===== config.mk =====
export PLATFORM = sky130hd
export DESIGN_NAME = coinbase_prefix_parser
export DESIGN_NICKNAME = d
export VERILOG_FILES = /design/src/rtl/cpp_pkg.sv /design/src/rtl/coinbase_prefix_parser.sv
export SDC_FILE = /design/constraint.sdc
export NUM_CORES = 1
export LEC_CHECK = 0
export BUFFER_PORTS_ARGS = -buffer_cell sky130_fd_sc_hd__buf_2
export CORE_MARGIN = 5
export CORE_UTILIZATION = 35
export CTS_CLUSTER_SIZE = 28
export DETAILED_ROUTE_END_ITERATION = 10
export PLACE_DENSITY_LB_ADDON = 0.08
export SLEW_MARGIN = 20
export SYNTH_ARGS = -nofsm -noshare
export SYNTH_HDL_FRONTEND = slang
export SYNTH_SLANG_ARGS = --single-unit

===== constraint.sdc =====
create_clock -name clk -period 5.7 [get_ports clk]
set_input_delay 0.57 -clock clk [delete_from_list [all_inputs] [get_ports clk]]
set_output_delay 0.57 -clock clk [all_outputs]
set_load 0.01 [all_outputs]

===== src/rtl/cpp_pkg.sv =====
// ----------------------------------------------------------------------------
// cpp_pkg: shared definitions for the coinbase prefix parser
// Status codes, result kinds, parse phases, tag values and register defaults.
// ----------------------------------------------------------------------------
package cpp_pkg;

    localparam int MAX_OUTPUTS_DEF      = 32;
    localparam int MAX_VARINT_BYTES     = 10;

    localparam logic [15:0] MAX_EXTRA_RESET = 16'd1024;
    localparam logic [5:0]  MIN_OUT_RESET   = 6'd2;
    localparam logic [5:0]  MAX_OUT_RESET   = 6'd32;

    localparam logic [1:0] REG_MAX_EXTRA = 2'd0;
    localparam logic [1:0] REG_MIN_OUT   = 2'd1;
    localparam logic [1:0] REG_MAX_OUT   = 2'd2;

    localparam logic [7:0] TAG_PUBKEY   = 8'd22;
    localparam logic [7:0] TAG_ATTACH   = 8'd18;
    localparam logic [7:0] TAG_BLOB_A   = 8'd11;
    localparam logic [7:0] TAG_BLOB_B   = 8'd19;
    localparam logic [7:0] TAG_BLOB_C   = 8'd21;
    localparam logic [7:0] TAG_VAR_A    = 8'd14;
    localparam logic [7:0] TAG_VAR_B    = 8'd15;
    localparam logic [7:0] TAG_VAR_C    = 8'd16;
    localparam logic [7:0] TAG_VAR_D    = 8'd78;
    localparam logic [7:0] OUT_TAG      = 8'd63;
    localparam logic [7:0] TRAILER_BYTE = 8'd6;
    localparam logic [63:0] TX_VERSION  = 64'd4;

    typedef enum logic [1:0] {
        KIND_KEY    = 2'd0,
        KIND_COMMIT = 2'd1,
        KIND_ASSET  = 2'd2,
        KIND_STATUS = 2'd3
    } kind_t;

    typedef enum logic [3:0] {
        ST_OK        = 4'd0,
        ST_VERSION   = 4'd1,
        ST_INPUT     = 4'd2,
        ST_OVERFLOW  = 4'd3,
        ST_NONCANON  = 4'd4,
        ST_LONG      = 4'd5,
        ST_XCOUNT    = 4'd6,
        ST_TAG       = 4'd7,
        ST_DUPKEY    = 4'd8,
        ST_NOKEY     = 4'd9,
        ST_OCOUNT    = 4'd10,
        ST_OFORM     = 4'd11,
        ST_TRAILER   = 4'd12,
        ST_TRUNCATED = 4'd13
    } status_t;

    typedef enum logic [20:0] {
        PH_VER     = 21'h000001,
        PH_INCNT   = 21'h000002,
        PH_INTYPE  = 21'h000004,
        PH_HEIGHT  = 21'h000008,
        PH_XCNT    = 21'h000010,
        PH_TAG     = 21'h000020,
        PH_BLOBLEN = 21'h000040,
        PH_SKIPN   = 21'h000080,
        PH_VARSKIP = 21'h000100,
        PH_ATT1    = 21'h000200,
        PH_ATT32   = 21'h000400,
        PH_ATT2    = 21'h000800,
        PH_KEY     = 21'h001000,
        PH_OCNT    = 21'h002000,
        PH_OTAG    = 21'h004000,
        PH_OMIX    = 21'h008000,
        PH_STEALTH = 21'h010000,
        PH_COMMIT  = 21'h020000,
        PH_ASSET   = 21'h040000,
        PH_TAIL    = 21'h080000,
        PH_TRAILER = 21'h100000
    } phase_t;

endpackage


===== src/rtl/coinbase_prefix_parser.sv =====
// ----------------------------------------------------------------------------
// coinbase_prefix_parser: byte-serial miner-transaction prefix checker
// Decodes varints and tagged extra fields, checks the outputs and streams out
// key, commitment and asset id bytes plus one status beat per prefix.
// ----------------------------------------------------------------------------
// Path: input register, then parse logic, then result register.
// Throughput: one byte per cycle unless the result register stalls; the limit
// is the single parse-state update.
// Reset (rst_n, asynchronous, active low) returns the parser to the version
// varint and loads the register defaults; no clearing pass is needed.
// ----------------------------------------------------------------------------
module coinbase_prefix_parser
    import cpp_pkg::*;
#(
    parameter int MAX_OUTPUTS = MAX_OUTPUTS_DEF
)
(
    input  logic        clk,
    input  logic        rst_n,
    input  logic        s_tvalid,
    output logic        s_tready,
    input  logic [7:0]  s_tdata,   // [7:0] in_byte
    input  logic        s_tlast,   // last
    output logic        m_tvalid,
    input  logic        m_tready,
    // [4:0] out_index, [9:5] byte_index, [17:10] data, [21:18] status,
    // [27:22] num_outputs, [31:28] zero
    output logic [31:0] m_tdata,
    output logic [1:0]  m_tuser,   // [1:0] kind
    input  logic        cfg_valid,
    output logic        cfg_ready,
    input  logic [1:0]  cfg_index,
    input  logic [15:0] cfg_data
);

    localparam int OT_W = $clog2(MAX_OUTPUTS + 1);

    // Configuration registers; writes are taken in any cycle.
    logic [15:0] max_extra_reg;
    logic [5:0]  min_out_reg;
    logic [5:0]  max_out_reg;

    assign cfg_ready = 1'b1;

    always_ff @(posedge clk or negedge rst_n)
    begin
        if (!rst_n)
        begin
            max_extra_reg <= MAX_EXTRA_RESET;
            min_out_reg   <= MIN_OUT_RESET;
            max_out_reg   <= MAX_OUT_RESET;
        end
        else if (cfg_valid)
        begin
            unique case (cfg_index)
                REG_MAX_EXTRA: max_extra_reg <= cfg_data;
                REG_MIN_OUT:   min_out_reg   <= cfg_data[5:0];
                REG_MAX_OUT:   max_out_reg   <= cfg_data[5:0];
                default:       ;
            endcase
        end
    end

    // Input register: the beat waits here until the result register is free.
    logic       in_v_reg;
    logic [7:0] in_b_reg;
    logic       in_l_reg;
    logic       out_free;
    logic       proc;

    assign out_free = !m_tvalid || m_tready;
    assign proc     = in_v_reg && out_free;
    assign s_tready = !in_v_reg || out_free;

    always_ff @(posedge clk or negedge rst_n)
    begin
        if (!rst_n)
            in_v_reg <= 1'b0;
        else if (s_tready)
            in_v_reg <= s_tvalid;
    end

    always_ff @(posedge clk)
    begin
        if (s_tready && s_tvalid)
        begin
            in_b_reg <= s_tdata;
            in_l_reg <= s_tlast;
        end
    end

    // Parse state.
    phase_t          phase_reg,   phase_next;
    logic [63:0]     vval_reg,    vval_next;
    logic [3:0]      vshift_reg,  vshift_next;
    logic [63:0]     skip_reg,    skip_next;
    logic [15:0]     extra_reg,   extra_next;
    logic [OT_W-1:0] ototal_reg,  ototal_next;
    logic [OT_W-1:0] onum_reg,    onum_next;
    logic [6:0]      fbyte_reg,   fbyte_next;
    logic            key_reg,     key_next;
    logic            err_reg,     err_next;

    // Varint byte decode, shared by every varint phase.
    logic [5:0]  vpos;
    logic [63:0] vword;
    logic        v_ovf;
    logic        v_nc;
    logic        v_long;

    assign vpos   = 6'({2'b00, vshift_reg} * 6'd7);
    assign vword  = vval_reg | ({57'd0, in_b_reg[6:0]} << vpos);
    assign v_ovf  = (vpos == 6'd63) && (in_b_reg[6:1] != 6'd0);
    assign v_nc   = (vshift_reg != 4'd0) && (in_b_reg[6:0] == 7'd0);
    assign v_long = 32'(vshift_reg) + 1 >= MAX_VARINT_BYTES;

    logic [63:0] hi64;
    assign hi64 = (64'(max_out_reg) < 64'(MAX_OUTPUTS)) ? 64'(max_out_reg)
                                                        : 64'(MAX_OUTPUTS);

    logic    res_v;
    kind_t   res_kind;
    logic [4:0] res_oi;
    logic [4:0] res_bi;
    logic [7:0] res_data;
    status_t res_st;
    logic [5:0] res_no;

    always_comb
    begin
        logic       st_v;
        status_t    st;
        logic       dv;
        logic       v_done;
        logic       end_fld;
        logic       after_x;
        logic       clr;
        logic [15:0] x_dec;

        phase_next  = phase_reg;
        vval_next   = vval_reg;
        vshift_next = vshift_reg;
        skip_next   = skip_reg;
        extra_next  = extra_reg;
        ototal_next = ototal_reg;
        onum_next   = onum_reg;
        fbyte_next  = fbyte_reg;
        key_next    = key_reg;
        err_next    = err_reg;
        st_v = 1'b0;
        st   = ST_OK;
        dv   = 1'b0;
        v_done  = 1'b0;
        end_fld = 1'b0;
        after_x = 1'b0;
        clr     = 1'b0;
        x_dec   = 16'd0;
        res_kind = KIND_KEY;
        res_oi   = 5'd0;
        res_bi   = 5'd0;

        if (phase_reg == PH_VER || phase_reg == PH_INCNT || phase_reg == PH_HEIGHT ||
            phase_reg == PH_XCNT || phase_reg == PH_BLOBLEN || phase_reg == PH_VARSKIP ||
            phase_reg == PH_ATT1 || phase_reg == PH_ATT2 || phase_reg == PH_OCNT)
        begin
            if (v_ovf)
            begin
                st_v = 1'b1;
                st   = ST_OVERFLOW;
            end
            else if (!in_b_reg[7])
            begin
                if (v_nc)
                begin
                    st_v = 1'b1;
                    st   = ST_NONCANON;
                end
                else
                begin
                    v_done      = 1'b1;
                    vshift_next = 4'd0;
                    vval_next   = 64'd0;
                end
            end
            else if (v_long)
            begin
                st_v = 1'b1;
                st   = ST_LONG;
            end
            else
            begin
                vval_next   = vword;
                vshift_next = vshift_reg + 4'd1;
            end
        end

        unique case (phase_reg)
            PH_VER:
                if (v_done)
                begin
                    if (vword != TX_VERSION)
                    begin
                        st_v = 1'b1;
                        st   = ST_VERSION;
                    end
                    else
                        phase_next = PH_INCNT;
                end
            PH_INCNT:
                if (v_done)
                begin
                    if (vword != 64'd1)
                    begin
                        st_v = 1'b1;
                        st   = ST_INPUT;
                    end
                    else
                        phase_next = PH_INTYPE;
                end
            PH_HEIGHT:
                if (v_done)
                    phase_next = PH_XCNT;
            PH_XCNT:
                if (v_done)
                begin
                    if (vword > 64'(max_extra_reg))
                    begin
                        st_v = 1'b1;
                        st   = ST_XCOUNT;
                    end
                    else
                    begin
                        extra_next = vword[15:0];
                        if (vword[15:0] == 16'd0)
                            after_x = 1'b1;
                        else
                            phase_next = PH_TAG;
                    end
                end
            PH_BLOBLEN:
                if (v_done)
                begin
                    skip_next = vword;
                    if (vword == 64'd0)
                        end_fld = 1'b1;
                    else
                        phase_next = PH_SKIPN;
                end
            PH_VARSKIP, PH_ATT2:
                if (v_done)
                    end_fld = 1'b1;
            PH_ATT1:
                if (v_done)
                begin
                    fbyte_next = 7'd0;
                    phase_next = PH_ATT32;
                end
            PH_OCNT:
                if (v_done)
                begin
                    if (vword < 64'(min_out_reg) || vword > hi64)
                    begin
                        st_v = 1'b1;
                        st   = ST_OCOUNT;
                    end
                    else
                    begin
                        ototal_next = vword[OT_W-1:0];
                        onum_next   = '0;
                        phase_next  = (vword == 64'd0) ? PH_TRAILER : PH_OTAG;
                    end
                end
            PH_INTYPE:
                if (in_b_reg != 8'd0)
                begin
                    st_v = 1'b1;
                    st   = ST_INPUT;
                end
                else
                    phase_next = PH_HEIGHT;
            PH_TAG:
            begin
                fbyte_next = 7'd0;
                if (in_b_reg == TAG_BLOB_A || in_b_reg == TAG_BLOB_B ||
                    in_b_reg == TAG_BLOB_C)
                    phase_next = PH_BLOBLEN;
                else if (in_b_reg == TAG_VAR_A || in_b_reg == TAG_VAR_B ||
                         in_b_reg == TAG_VAR_C || in_b_reg == TAG_VAR_D)
                    phase_next = PH_VARSKIP;
                else if (in_b_reg == TAG_ATTACH)
                    phase_next = PH_ATT1;
                else if (in_b_reg == TAG_PUBKEY)
                begin
                    if (key_reg)
                    begin
                        st_v = 1'b1;
                        st   = ST_DUPKEY;
                    end
                    else
                        phase_next = PH_KEY;
                end
                else
                begin
                    st_v = 1'b1;
                    st   = ST_TAG;
                end
            end
            PH_SKIPN:
            begin
                skip_next = skip_reg - 64'd1;
                if (skip_reg == 64'd1)
                    end_fld = 1'b1;
            end
            PH_ATT32:
            begin
                fbyte_next = fbyte_reg + 7'd1;
                if (fbyte_reg + 7'd1 >= 7'd32)
                    phase_next = PH_ATT2;
            end
            PH_KEY:
            begin
                dv         = 1'b1;
                res_kind   = KIND_KEY;
                res_bi     = fbyte_reg[4:0];
                fbyte_next = fbyte_reg + 7'd1;
                if (fbyte_reg + 7'd1 >= 7'd32)
                begin
                    key_next = 1'b1;
                    end_fld  = 1'b1;
                end
            end
            PH_OTAG:
                if (in_b_reg != OUT_TAG)
                begin
                    st_v = 1'b1;
                    st   = ST_OFORM;
                end
                else
                    phase_next = PH_OMIX;
            PH_OMIX:
                if (in_b_reg != 8'd0)
                begin
                    st_v = 1'b1;
                    st   = ST_OFORM;
                end
                else
                begin
                    fbyte_next = 7'd0;
                    phase_next = PH_STEALTH;
                end
            PH_STEALTH:
            begin
                fbyte_next = fbyte_reg + 7'd1;
                if (fbyte_reg + 7'd1 >= 7'd64)
                begin
                    fbyte_next = 7'd0;
                    phase_next = PH_COMMIT;
                end
            end
            PH_COMMIT, PH_ASSET:
            begin
                dv         = 1'b1;
                res_kind   = (phase_reg == PH_COMMIT) ? KIND_COMMIT : KIND_ASSET;
                res_oi     = 5'(onum_reg);
                res_bi     = fbyte_reg[4:0];
                fbyte_next = fbyte_reg + 7'd1;
                if (fbyte_reg + 7'd1 >= 7'd32)
                begin
                    fbyte_next = 7'd0;
                    phase_next = (phase_reg == PH_COMMIT) ? PH_ASSET : PH_TAIL;
                end
            end
            PH_TAIL:
            begin
                fbyte_next = fbyte_reg + 7'd1;
                if (fbyte_reg + 7'd1 >= 7'd17)
                begin
                    fbyte_next = 7'd0;
                    onum_next  = onum_reg + 1'b1;
                    phase_next = (onum_reg + 1'b1 >= ototal_reg) ? PH_TRAILER : PH_OTAG;
                end
            end
            PH_TRAILER:
            begin
                st_v = 1'b1;
                st   = (in_b_reg == TRAILER_BYTE && in_l_reg) ? ST_OK : ST_TRAILER;
            end
            default:
            begin
                st_v = 1'b1;
                st   = ST_TRAILER;
            end
        endcase

        // Closing an extra field, then possibly the whole extra section.
        if (end_fld)
        begin
            x_dec      = extra_reg - 16'd1;
            extra_next = x_dec;
            if (x_dec == 16'd0)
                after_x = 1'b1;
            else
                phase_next = PH_TAG;
        end
        if (after_x)
        begin
            if (!key_next)
            begin
                st_v = 1'b1;
                st   = ST_NOKEY;
            end
            else
                phase_next = PH_OCNT;
        end

        if (!st_v && in_l_reg)
        begin
            st_v = 1'b1;
            st   = ST_TRUNCATED;
        end

        res_v    = st_v || dv;
        res_data = in_b_reg;
        res_st   = st;
        res_no   = 6'(ototal_reg);
        if (st_v)
        begin
            res_kind = KIND_STATUS;
            res_oi   = 5'd0;
            res_bi   = 5'd0;
            res_data = 8'd0;
            if (in_l_reg)
                clr = 1'b1;
            else
                err_next = 1'b1;
        end
        else
        begin
            res_st = ST_OK;
            res_no = 6'd0;
        end

        // After an error every byte is dropped; the final one also rearms the parser.
        if (err_reg)
        begin
            res_v = 1'b0;
            clr   = in_l_reg;
            if (!in_l_reg)
            begin
                phase_next  = phase_reg;
                vval_next   = vval_reg;
                vshift_next = vshift_reg;
                skip_next   = skip_reg;
                extra_next  = extra_reg;
                ototal_next = ototal_reg;
                onum_next   = onum_reg;
                fbyte_next  = fbyte_reg;
                key_next    = key_reg;
                err_next    = err_reg;
            end
        end

        if (clr)
        begin
            phase_next  = PH_VER;
            vval_next   = 64'd0;
            vshift_next = 4'd0;
            skip_next   = 64'd0;
            extra_next  = 16'd0;
            ototal_next = '0;
            onum_next   = '0;
            fbyte_next  = 7'd0;
            key_next    = 1'b0;
            err_next    = 1'b0;
        end
    end

    always_ff @(posedge clk or negedge rst_n)
    begin
        if (!rst_n)
        begin
            phase_reg  <= PH_VER;
            vval_reg   <= 64'd0;
            vshift_reg <= 4'd0;
            skip_reg   <= 64'd0;
            extra_reg  <= 16'd0;
            ototal_reg <= '0;
            onum_reg   <= '0;
            fbyte_reg  <= 7'd0;
            key_reg    <= 1'b0;
            err_reg    <= 1'b0;
        end
        else if (proc)
        begin
            phase_reg  <= phase_next;
            vval_reg   <= vval_next;
            vshift_reg <= vshift_next;
            skip_reg   <= skip_next;
            extra_reg  <= extra_next;
            ototal_reg <= ototal_next;
            onum_reg   <= onum_next;
            fbyte_reg  <= fbyte_next;
            key_reg    <= key_next;
            err_reg    <= err_next;
        end
    end

    // Result register.
    always_ff @(posedge clk or negedge rst_n)
    begin
        if (!rst_n)
            m_tvalid <= 1'b0;
        else if (out_free)
            m_tvalid <= proc && res_v;
    end

    always_ff @(posedge clk)
    begin
        if (proc && res_v && out_free)
        begin
            m_tuser <= res_kind;
            m_tdata <= {4'd0, res_no, res_st, res_data, res_bi, res_oi};
        end
    end

    // A byte that follows an error never yields a beat.
    a_err_silent: assert property (@(posedge clk) disable iff (!rst_n)
        proc && err_reg |-> !res_v)
        else $error("result produced while an error is pending");

    // The final byte always rearms the parser.
    a_last_rearms: assert property (@(posedge clk) disable iff (!rst_n)
        proc && in_l_reg |=> !err_reg && phase_reg == PH_VER)
        else $error("final byte did not rearm the parser");

    // A data beat is never produced by the final byte.
    a_last_status: assert property (@(posedge clk) disable iff (!rst_n)
        proc && res_v && in_l_reg |-> res_kind == KIND_STATUS)
        else $error("final byte produced a data beat");

    // While outputs are walked the output number stays below the count.
    a_onum_range: assert property (@(posedge clk) disable iff (!rst_n)
        phase_reg == PH_OTAG || phase_reg == PH_COMMIT |-> onum_reg < ototal_reg)
        else $error("output number beyond output count");

endmodule


[Yosys cells after proc, flatten, opt, wreduce, memory -nomap -nowiden]
Index checks and enable logic that the tools add are counted.
Operators by class
  add/subtract/negate cells: 6
  multiply operators: 1
  order comparisons: 9
  eq/ne operators: 39
  shifts and indexed selects: 1
  mux-type cells: 170
  bitwise logic cells: 4
  reductions and logical operators: 49
Operators with widths (count)
  64-bit two-way mux: 12
  21-bit two-way mux: 34
  21-bit case mux with 15 select lines: 1
  64-bit case mux with 2 select lines: 1
  4-bit two-way mux: 31
  16-bit two-way mux: 7
  6-bit two-way mux: 13
  64-bit by 1-bit equality test with 1-bit output, second input constant: 1
  64-bit by 16-bit > comparator with 1-bit output: 1
  64-bit by 6-bit > comparator with 1-bit output: 1
  64-bit zero test: 1
  64-bit by 6-bit less-than comparator with 1-bit output: 1
  64-bit by 1-bit != test with 1-bit output, second input constant: 1
  64-bit by 3-bit != test with 1-bit output, second input constant: 1
  64-bit OR: 1
  7-bit by 6-bit << shifter with 64-bit output: 1
  64-bit by 1-bit subtractor with 64-bit output, second input constant: 1
  7-bit two-way mux: 8
  1-bit two-way mux: 53
  7-bit case mux with 7 select lines: 1
  8-bit by 5-bit equality test with 1-bit output, second input constant: 5
  4-bit case mux with 10 select lines: 1
  16-bit zero test: 2
  8-bit by 4-bit equality test with 1-bit output, second input constant: 3
  59 further kinds: 97
Word-level totals
  register bits after elaboration: 259
  output and inout port bits: 37
  logic and storage cells: 302

[Depth between registers and ports, before layout]
Gate-level depths: netlist of the first run.
  depth after elaboration: 25
  gate-level depth with buffers: 28
  gate-level depth less buffers: 23

[Worst setup path after synthesis of the first run]
No wires, ideal clock.
  path kind: reg-to-reg
  from: reg vshift_reg[0]
  to: reg m_tdata[0], enable pin
  setup time: 0.393 ns
  data arrival time: 5.885 ns
  setup slack: -0.578 ns
  stages on the path, launching flop included: 25
  buffers on the path: 4
  period minus slack after synthesis: 6.278 ns
  cell sequence: dfrtp_1 > buf_6 > buf_2 > inv_1 > fa_1 > inv_1 > ha_1 > inv_1 > fa_1 > buf_2 > clkbuf_1 > o211ai_2 > a21oi_1 > inv_1 > ha_1 > or4_1 > a211oi_1 > o22ai_1 > a31o_2 > a2111oi_0 > nand2_1 > nand3_1 > o211a_4 > nand3_1 > and2_1
Between the ends
  cells in the longest elaborated chain, start to end: 21
  elaborated cells on any way between the ends: 61
RTL lines
  start: declaration: RTL line coinbase_prefix_parser.sv:95  | logic [3:0] vshift_reg, vshift_next;
  start signal: assignment: RTL line coinbase_prefix_parser.sv:497  | vshift_reg <= vshift_next;
  branches (longest 13 deep; another with 64-bit by 6-bit less-than comparator with 1-bit output)
  1-bit two-way mux *: RTL line coinbase_prefix_parser.sv:405  | if (after_x)
  1-bit zero test: RTL line coinbase_prefix_parser.sv:416  | if (!st_v && in_l_reg)
  1-bit logical AND: RTL line coinbase_prefix_parser.sv:416
  1-bit two-way mux *: RTL line coinbase_prefix_parser.sv:416
  1-bit logical OR *: RTL line coinbase_prefix_parser.sv:422  | res_v = st_v || dv;
  1-bit two-way mux *: RTL line coinbase_prefix_parser.sv:444  | if (err_reg)
  1-bit logical AND * (2 in series): RTL line coinbase_prefix_parser.sv:519  | if (proc && res_v && out_free)
  end signal: assignment: RTL line coinbase_prefix_parser.sv:522  | m_tdata <= {4'd0, res_no, res_st, res_data, res_bi, res_oi};
  end: declaration: RTL line coinbase_prefix_parser.sv:28  | output logic [31:0] m_tdata,
Every way passes the cells marked *.
A chain may end at the register's enable or synchronous reset.

[Final worst setup path of the first run]
  from: reg vshift_reg[1]
  to: reg m_tuser[0], data pin
Between the ends
  cells in the longest elaborated chain, start to end: 17
  elaborated cells on any way between the ends: 57
RTL lines
  branches (longest 13 deep; another with 64-bit by 6-bit less-than comparator with 1-bit output)
  1-bit two-way mux *: RTL line coinbase_prefix_parser.sv:405
  1-bit zero test: RTL line coinbase_prefix_parser.sv:416
  1-bit logical AND: RTL line coinbase_prefix_parser.sv:416
  1-bit two-way mux *: RTL line coinbase_prefix_parser.sv:416
  end signal: assignment: RTL line coinbase_prefix_parser.sv:521  | m_tuser <= res_kind;
  end: declaration: RTL line coinbase_prefix_parser.sv:29  | output logic [1:0] m_tuser,
Marks and branches as above.

==> summary.txt, run 1 <==
=================================================================================
Number of buffers inserted during clock tree synthesis                         36
Post-DR wirelength/cell                                                   23.6 um
First-pass GRT wire length                                              106000 um
Root buffer cell                                                        clkbuf_16
Post-synthesis area per instance                                       8.27 sq um
Die extent in y                                                            232 um
Critical path, cell by cell                                          buf_4 > fa_1 > ha_1 > a211o_2 > a21oi_1 > mux2i_2 > a21oi_1 > inv_1 > ha_1 > or4_1 > a211oi_2 > o22ai_1 > a31o_2 > a2111oi_4 > nand2_2 > nand3_1 > o211a_4 > and3_1 > buf_4 > o31ai_1
Clock slew seen by the registers of the worst setup and hold paths        0.07 ns
Met1 routed wirelength after detailed routing                            31600 um
Count of state elements after synthesis                                       259
Leading area contributor after synthesis                                  dfrtp_1
Top post-synthesis cells by area                                     dfrtp_1 31%, edfxtp_1 6.8%, o21ai_0 5.7%, nor2_1 4.8%, a21oi_1 4.7%
Most used flip-flop cell after synthesis                                  dfrtp_1
Max cap viols                                                                   0
Met2 routed WL                                                           31900 um
Type of the worst min-delay path                                     input pin to async pin
RD Place Congestion                                                         0.948
Layout cell share with drive strength beyond 1                              17.4%
Area inside the core boundary                                         49000 sq um
Count of unique library cells instantiated by Yosys                           100
Synth Instances                                                              2093
Worst path buffer plus inverter count                                           3
Reg2Reg Setup Slack                                                       0.13 ns
Total power per unit cell area                                        508 nW/um^2
Post-detailed-placement half-perimeter wirelength                        51600 um
Post-synth ARST share                                                       84.9%
Starting Density                                                            35.4%
Antenna Cells                                                                   0
Total setup buffers inserted after CTS                                          0
Maximum number of pins on one net before global-route repair                  120
Standard-cell rows                                                             81
Layout Area Growth over Synthesis                                           19.4%
Required arrival time at the worst endpoint                               5.99 ns
Setup repair after global routing missed its margin                          true
Horizontal die dimension                                                   232 um
Cell with the biggest individual delay on the critical path                 or4_1
Final-report max-slew violation count                                           0
Worst Reg-to-Reg Cells                                                         20
Insertion delay of the later-clocked pin in the worst-skew pair           0.58 ns
Sequential area share after synthesis                                       38.6%
Post-route minimum period                                                 5.57 ns
Full die area                                                         54000 sq um
Number of antenna violations at the first check in global routing               3
Number of endpoints failing setup at the final stage                            0
Clock skew after layout                                                 0.0349 ns
Max Fanout on Critical Path                                                    10
Maximum clock frequency                                                 0.180 GHz
Port Buf Inserts                                                               63
Startpoint-to-endpoint class of the critical path                    register to register
First-pass iteration count of the detailed router                               6
Min setup slack post-route                                               0.129 ns
Most frequent cells in the layout                                    217 x nor2_1, 216 x dfrtp_1, 195 x o21ai_0
Synth Warn #                                                                    0
Number of hold violations in the final report                                   0
Slew @ Worst Pin                                                         0.999 ns
Status                                                               complete, no violations
Leakage component of the power                                            9.08 nW
CP top delay family                                                  compound AO/OA/AOI/OAI gates
WL final                                                                 69400 um
Post-route antenna net violation count                                          0
Crit. path cell count                                                          20
Max_slew headroom                                                           33.2%
Placement-stage worst setup slack                                      -0.0200 ns
Maximum level of the CTS H-tree                                                 2
Core Util, Final                                                            42.2%
Total length of routed met3 wires                                         3840 um
I/O pin count                                                                  69
Most common cell after layout, fill and taps aside                         nor2_1
Critical path's largest stage delay                                       0.58 ns
Global-route usage over all layers                                          25.1%
Longest Clk Path Bufs                                                           3
Highest routing layer actually used                                          met5
Period utilisation layout                                                   97.7%
Remaining global-route overflow                                                 0
Hold Buf Count CTS                                                              0
Startpoint Class                                                         register
Peak supply drop                                                           274 uV
Crit. End Element                                                        register
Post-DR vias/cell                                                            5.93
Sink Count                                                                    259
Syn Std Cell Area                                                     17300 sq um
Arrival time at the worst endpoint                                        5.86 ns
TritonCTS clock tree                                                          yes
Detailed-route via count                                                    17.4k
Nets                                                                         2334
Portion of synthesized cell area occupied by the leading cell type          31.2%
Post-synth EDFFs                                                               39
Power after layout                                                       0.0105 W
Number of global-route vias before repair                                   17.0k
Drt first-iter violations                                                    1493
Residual DRC                                                                    0
=================================================================================
worst register-to-register path, delay by kind of cell (launching register included):
| kind | cells | cell delay (ns) |
|---|---|---|
| and+or+nand+nor | 4 | 1.03 |
| AOI/OAI and AO/OA | 9 | 2.21 |
| buffers and inverters | 3 | 0.46 |
| adders and majority gates | 3 | 1.05 |
| DFF | 1 | 0.38 |
| muxes | 1 | 0.14 |
cell families (layout without fill, tap and decap cells):
family / count (synthesis) / in the layout / share of synthesized area [%]
other cells: 2 / 5 / 0.0434
compound gates: 659 / 659 / 24.3
mux: 36 / 36 / 2.37
fa+ha+maj: 51 / 51 / 3.86
xor+xnor: 24 / 24 / 1.21
simple gates: 854 / 857 / 24.7
buf+inv: 208 / 387 / 4.90
flops: 259 / 259 / 38.6
report_power, final:
group | switching (W) | leakage (nW) | total [W] | internal (W)
logic | 0.00373 | 5.14 | 0.00596 | 0.00223
registers | 0.000178 | 3.36 | 0.00230 | 0.00213
clock network | 0.000934 | 0.575 | 0.00224 | 0.00131
cells in the mapped netlist (15+ instances only):
cell type    n
nor3_1      90
a22o_1      31
nor2_1     223
dfrtp_1    216
nand4_1     36
o31ai_1     61
inv_1       89
o21ai_0    197
nand2_1    193
a21oi_1    162
or3_1       34
nand3_1     50
mux2_2      22
ha_1        47
nor2b_1     23
or4_1       25
a21o_1      15
and3_1      29
edfxtp_1    39
clkbuf_1    92
a31oi_1     35
and2_1      19
nor4_1      50
a211oi_1    25
nand2b_1    23
worst paths after layout:
path | to | start
worst max-delay path | m_tuser[0] | vshift_reg[1]
worst min-delay path | onum_reg[1] | rst_n
worst max register to register | m_tuser[0] | vshift_reg[1]
worst min register to register | ototal_reg[4] | ototal_reg[4]
max in group asynchronous | vval_reg[37] | rst_n
min in group clk | in_b_reg[2] | s_tdata[2]
metrics by stage:
step,std cells,area (sq um),setup TNS (ns),hold WS [ns]
after detailed placement,2874,19400,-0.0200,0.466
final,2942,20700,0,0.0292
after CTS,2939,20500,0,0.0924
after global routing,2942,20700,-0.336,0.107
after global placement,2874,19400,0,0.461
after floorplan,2096,17400,0,0.274
repair_timing:
item	4_1_cts	5_1_grt
pin swaps	2	1
gates cloned	0	3
endpoints found under the setup margin	9	97
hold endpoints to repair	0	0
resized for setup	5	29
layout make-up:
class                           instances  area, sq um
Sequential cell                       259         6680
Clock inverter                         16          143
Clock buffer                           49         1020
Timing Repair Buffer                  231         1620
Fill cell                            4934        28300
Tap cell                              664          831
Multi-Input combinational cell       1632        10000
Inverter                               91          342
layer usage:
metal / global-route usage [%] / vias up
met1: 35.3 / 8592
met3: 3.03 / 141
met4: 7.61 / 2
met2: 40.8 / 581
met5: 0 / -
li1: - / 8125
(Power assumes the default switching activity.)
==> run 2: changes to the inputs <==
--- a/config.mk
+++ b/config.mk
@@ -5,10 +5,10 @@
 export SDC_FILE = /design/constraint.sdc
 export NUM_CORES = 1
 export LEC_CHECK = 0
+export ABC_AREA = 1
 export BUFFER_PORTS_ARGS = -buffer_cell sky130_fd_sc_hd__buf_2
 export CORE_MARGIN = 5
 export CORE_UTILIZATION = 35
-export CTS_CLUSTER_SIZE = 28
 export DETAILED_ROUTE_END_ITERATION = 10
 export PLACE_DENSITY_LB_ADDON = 0.08
 export SLEW_MARGIN = 20
==> run 2 against run 1 <==
Against the previous run:
- count of clock-buffer cells in the layout grew 3
- final cell count grew 12%
- non-clock buffer count fell by 117
- first-iteration DRC count shrank 6.4%
- synthesized area is 2.4% higher
- critical path depth increased by 8
- via count decreased by 0.46%
- critical endpoint is now extra_reg[5]
- highest routed layer is now met4
==> summary.txt, run 2 <==
=================================================================================
Endpoint of the worst hold path                                       in_b_reg[5]
Setup repair after global routing missed its margin                         false
Number of endpoints failing setup at the final stage                            0   unchanged
Met2 routed WL                                                           31400 um   -1.6%
Highest routing layer actually used                                          met4
Startpoint of the tightest hold check path                             s_tdata[5]
Period utilisation layout                                                   96.0%   -1.8 points
Slew @ Worst Pin                                                          1.10 ns   +0.0992 ns
Leading area contributor after synthesis                                  dfrtp_1
Clock slew seen by the registers of the worst setup and hold paths        0.07 ns   about the same
Post-synthesis area per instance                                       7.02 sq um   -15%
Remaining global-route overflow                                                 0   unchanged
Synth Warn #                                                                    0   unchanged
Die extent in y                                                            235 um   +1.2%
Cell count of the worst hold path                                               1
WL final                                                                 65100 um   -6.2%
Global-route usage over all layers                                          22.9%   -2.2 points
Startpoint Class                                                         register
Sink Count                                                                    259   unchanged
Fraction of the mapped netlist area in simple logic gates                   29.8%   +5.1 points
Worst R2R End                                                        extra_reg[5]
Clock skew after layout                                                 0.0258 ns   -0.00916 ns
Most Frequent Cell on Critical Path                                       nand2_1
Portion of synthesized cell area occupied by the leading cell type          30.5%   -0.74 points
Cell with the biggest individual delay on the critical path                  fa_2
Crit. End Element                                                        register
Post-Synth Adder-Cell Area                                                  3.77%   -0.091 points
Dominant combinational cell family by area after synthesis           simple AND/OR/NAND/NOR gates
Antenna Cells                                                                   0   unchanged
Total length of routed met3 wires                                         2830 um   -26%
Post-route cell area                                                  20100 sq um   -2.6%
Status                                                               complete, no violations
Worst Reg-to-Reg Cells                                                         28   +40%
RD Place Congestion                                                         0.965   +1.8%
Final-report max-slew violation count                                           0   unchanged
I/O pin count                                                                  69   unchanged
Leading post-synthesis cells by instance count                       444 x nand2_1, 397 x inv_1, 295 x nor2_1, 256 x o21ai_0, 216 x dfrtp_1
Most frequent cells in the layout                                    443 x nand2_1, 396 x inv_1, 292 x nor2_1
Synthesized-area fraction occupied by ao, oa, aoi and oai cells             15.4%   -9.0 points
Post-synth ARST share                                                       84.9%   unchanged
Full die area                                                         55300 sq um   +2.3%
Fill cell total of the finished layout                                       5366   +8.8%
Number of hold violations in the final report                                   0   unchanged
Peak supply drop                                                           303 uV   +11%
Crit. Startpoint                                                     vshift_reg[2]
Leakage component of the power                                            9.80 nW   +8.0%
Nets                                                                         2669   +14%
Layout Area Growth over Synthesis                                           13.6%
Type of the worst min-delay path                                     input pin to register
Syn Std Cell Area                                                     17700 sq um   +2.4%
Most used flip-flop cell after synthesis                                  dfrtp_1
Area inside the core boundary                                         50200 sq um   +2.5%
Post-synth EDFFs                                                               39   unchanged
Cell with the most instances after synthesis                              nand2_1
Max cap viols                                                                   0   unchanged
Max_slew headroom                                                           25.9%   -7.3 points
Post-route antenna net violation count                                          0   unchanged
Number of global-route vias before repair                                   17.1k   +0.059%
Reg2Reg Setup Slack                                                       0.23 ns   +0.10 ns
Maximum number of pins on one net before global-route repair                   97   -19%
Post-DR vias/cell                                                            5.29   -11%
Count of unique library cells instantiated by Yosys                            61   -39%
Count of state elements after synthesis                                       259   unchanged
First-pass iteration count of the detailed router                               8   +2
Drt first-iter violations                                                    1398   -6.4%
Starting Density                                                            35.3%   about the same
Required arrival time at the worst endpoint                               6.15 ns   +0.16 ns
Startpoint-to-endpoint class of the critical path                    register to register
Storage cell area                                                      6680 sq um   about the same
Root buffer cell                                                        clkbuf_16
Reg-to-reg critical path startpoint                                  vshift_reg[2]
Standard-cell rows                                                             82   +1.2%
Summed negative setup slack over all endpoints                               0 ns   unchanged
Layout cell share with drive strength beyond 1                              9.61%   -7.8 points
Insertion delay of the later-clocked pin in the worst-skew pair           0.56 ns   -0.02 ns
Residual DRC                                                                    0   unchanged
Sequential area share after synthesis                                       37.7%   -0.91 points
Horizontal die dimension                                                   235 um   +1.2%
Total power per unit cell area                                        546 nW/um^2   +7.5%
Top post-synthesis cells by area                                     dfrtp_1 30%, nand2_1 9.4%, inv_1 8.4%, o21ai_0 7.2%, edfxtp_1 6.6%
Port Buf Inserts                                                               63   unchanged
Met1 routed wirelength after detailed routing                            29300 um   -7.1%
XOR/XNOR share of the synthesized area                                      1.82%   +0.61 points
Max Fanout on Critical Path                                                    26   +16
Maximum level of the CTS H-tree                                                 2   unchanged
Post-place instance area                                              18900 sq um   -2.4%
Longest Clk Path Bufs                                                           3   unchanged
Post-DR wirelength/cell                                                   19.8 um   -16%
Most common cell after layout, fill and taps aside                        nand2_1
Detailed-route via count                                                    17.4k   -0.46%
Share of cell area taken by muxes after synthesis                         0.0565%   -2.3 points
Post-route minimum period                                                 5.47 ns   -0.101 ns
Post-detailed-placement half-perimeter wirelength                        49100 um   -5.0%
TritonCTS clock tree                                                          yes
Maximum clock frequency                                                 0.183 GHz   +1.9%
Synth Instances                                                              2525   +21%
Number of buffers inserted during clock tree synthesis                         35   -2.8%
First-pass GRT wire length                                              101000 um   -4.3%
Number of antenna violations at the first check in global routing               0   -3
Area taken by multi-input logic gates                                  9090 sq um   -9.5%
Arrival time at the worst endpoint                                        5.92 ns   +0.06 ns
Critical path's largest stage delay                                       0.64 ns   +0.06 ns
=================================================================================
[run 2: worst max path at each step]
stage	end	slack, ns
after floorplan	m_tdata[0]	0.50
after global placement	m_tdata[24]	0.25
after detailed placement	m_tdata[24]	0.16
after CTS	m_tdata[1]	0.09
after global routing	extra_reg[13]	0.003
final	extra_reg[5]	0.23
[run 2: cell families after synthesis]
logic type               count (synthesis)
XOR/XNOR                                36
flip-flops                             259
multiplexers                             1
buffers and inverters                  512
adder cells (fa/ha/maj)                 51
AND/OR/NAND/NOR                       1181
other                                    2
AO/OA/AOI/OAI                          483
[run 2: critical path, delay by kind of cell (launching register included)]
kind	cells	cell delay, ns
AO/OA/AOI/OAI	3	0.43
adder cells (fa/ha/maj)	3	1.26
buffers and inverters	8	1.24
flip-flops	1	0.47
AND/OR/NAND/NOR	14	1.94
[run 2: layout make-up]
type	count	share of cell area [%]
repair inverters	1	0.0249
clock inverters	10	0.541
flip-flops and latches	259	33.2
well taps	672	4.18
inverters	418	7.82
repair buffers	114	3.78
clock buffers	52	5.33
multi-input cells	1757	45.1
[run 2: where the power goes]
part           internal [W]  total, W  leakage [nW]  switching, W
Clock               0.00139   0.00229         0.580      0.000894
Sequential          0.00229   0.00262          3.32      0.000321
Combinational       0.00180   0.00610          5.90       0.00430
[run 2: timing repair]
| item | CTS | global route |
|---|---|---|
| endpoints found under the hold margin | 54 | 0 |
| setup buffers | 0 | 4 |
| endpoints found under the setup margin | 0 | 76 |
| hold buffers | 1 | 0 |
| gates resized for setup | 0 | 9 |
[run 2: per-stage QoR]
stage	hold WS [ns]	cells	utilization, %	worst slack (ns)	total power (W)
2_1_floorplan	0.274	2528	-	0.500	0.00656
3_3_place_gp	0.471	3215	37.6	0.253	0.00864
3_5_place_dp	0.478	3215	37.6	0.161	0.00866
6_report	0.215	3283	40.1	0.231	0.0110
5_1_grt	0.196	3283	40.1	0.00301	0.0119
4_1_cts	0.190	3278	40.0	0.0908	0.0110
[run 2: routing by layer]
layer  track usage (%)  vias to the layer above
met5                 0                        -
met4              6.32                        0
li1                  -                     8517
met3              2.87                       97
met1              30.7                     8334
met2              39.3                      413
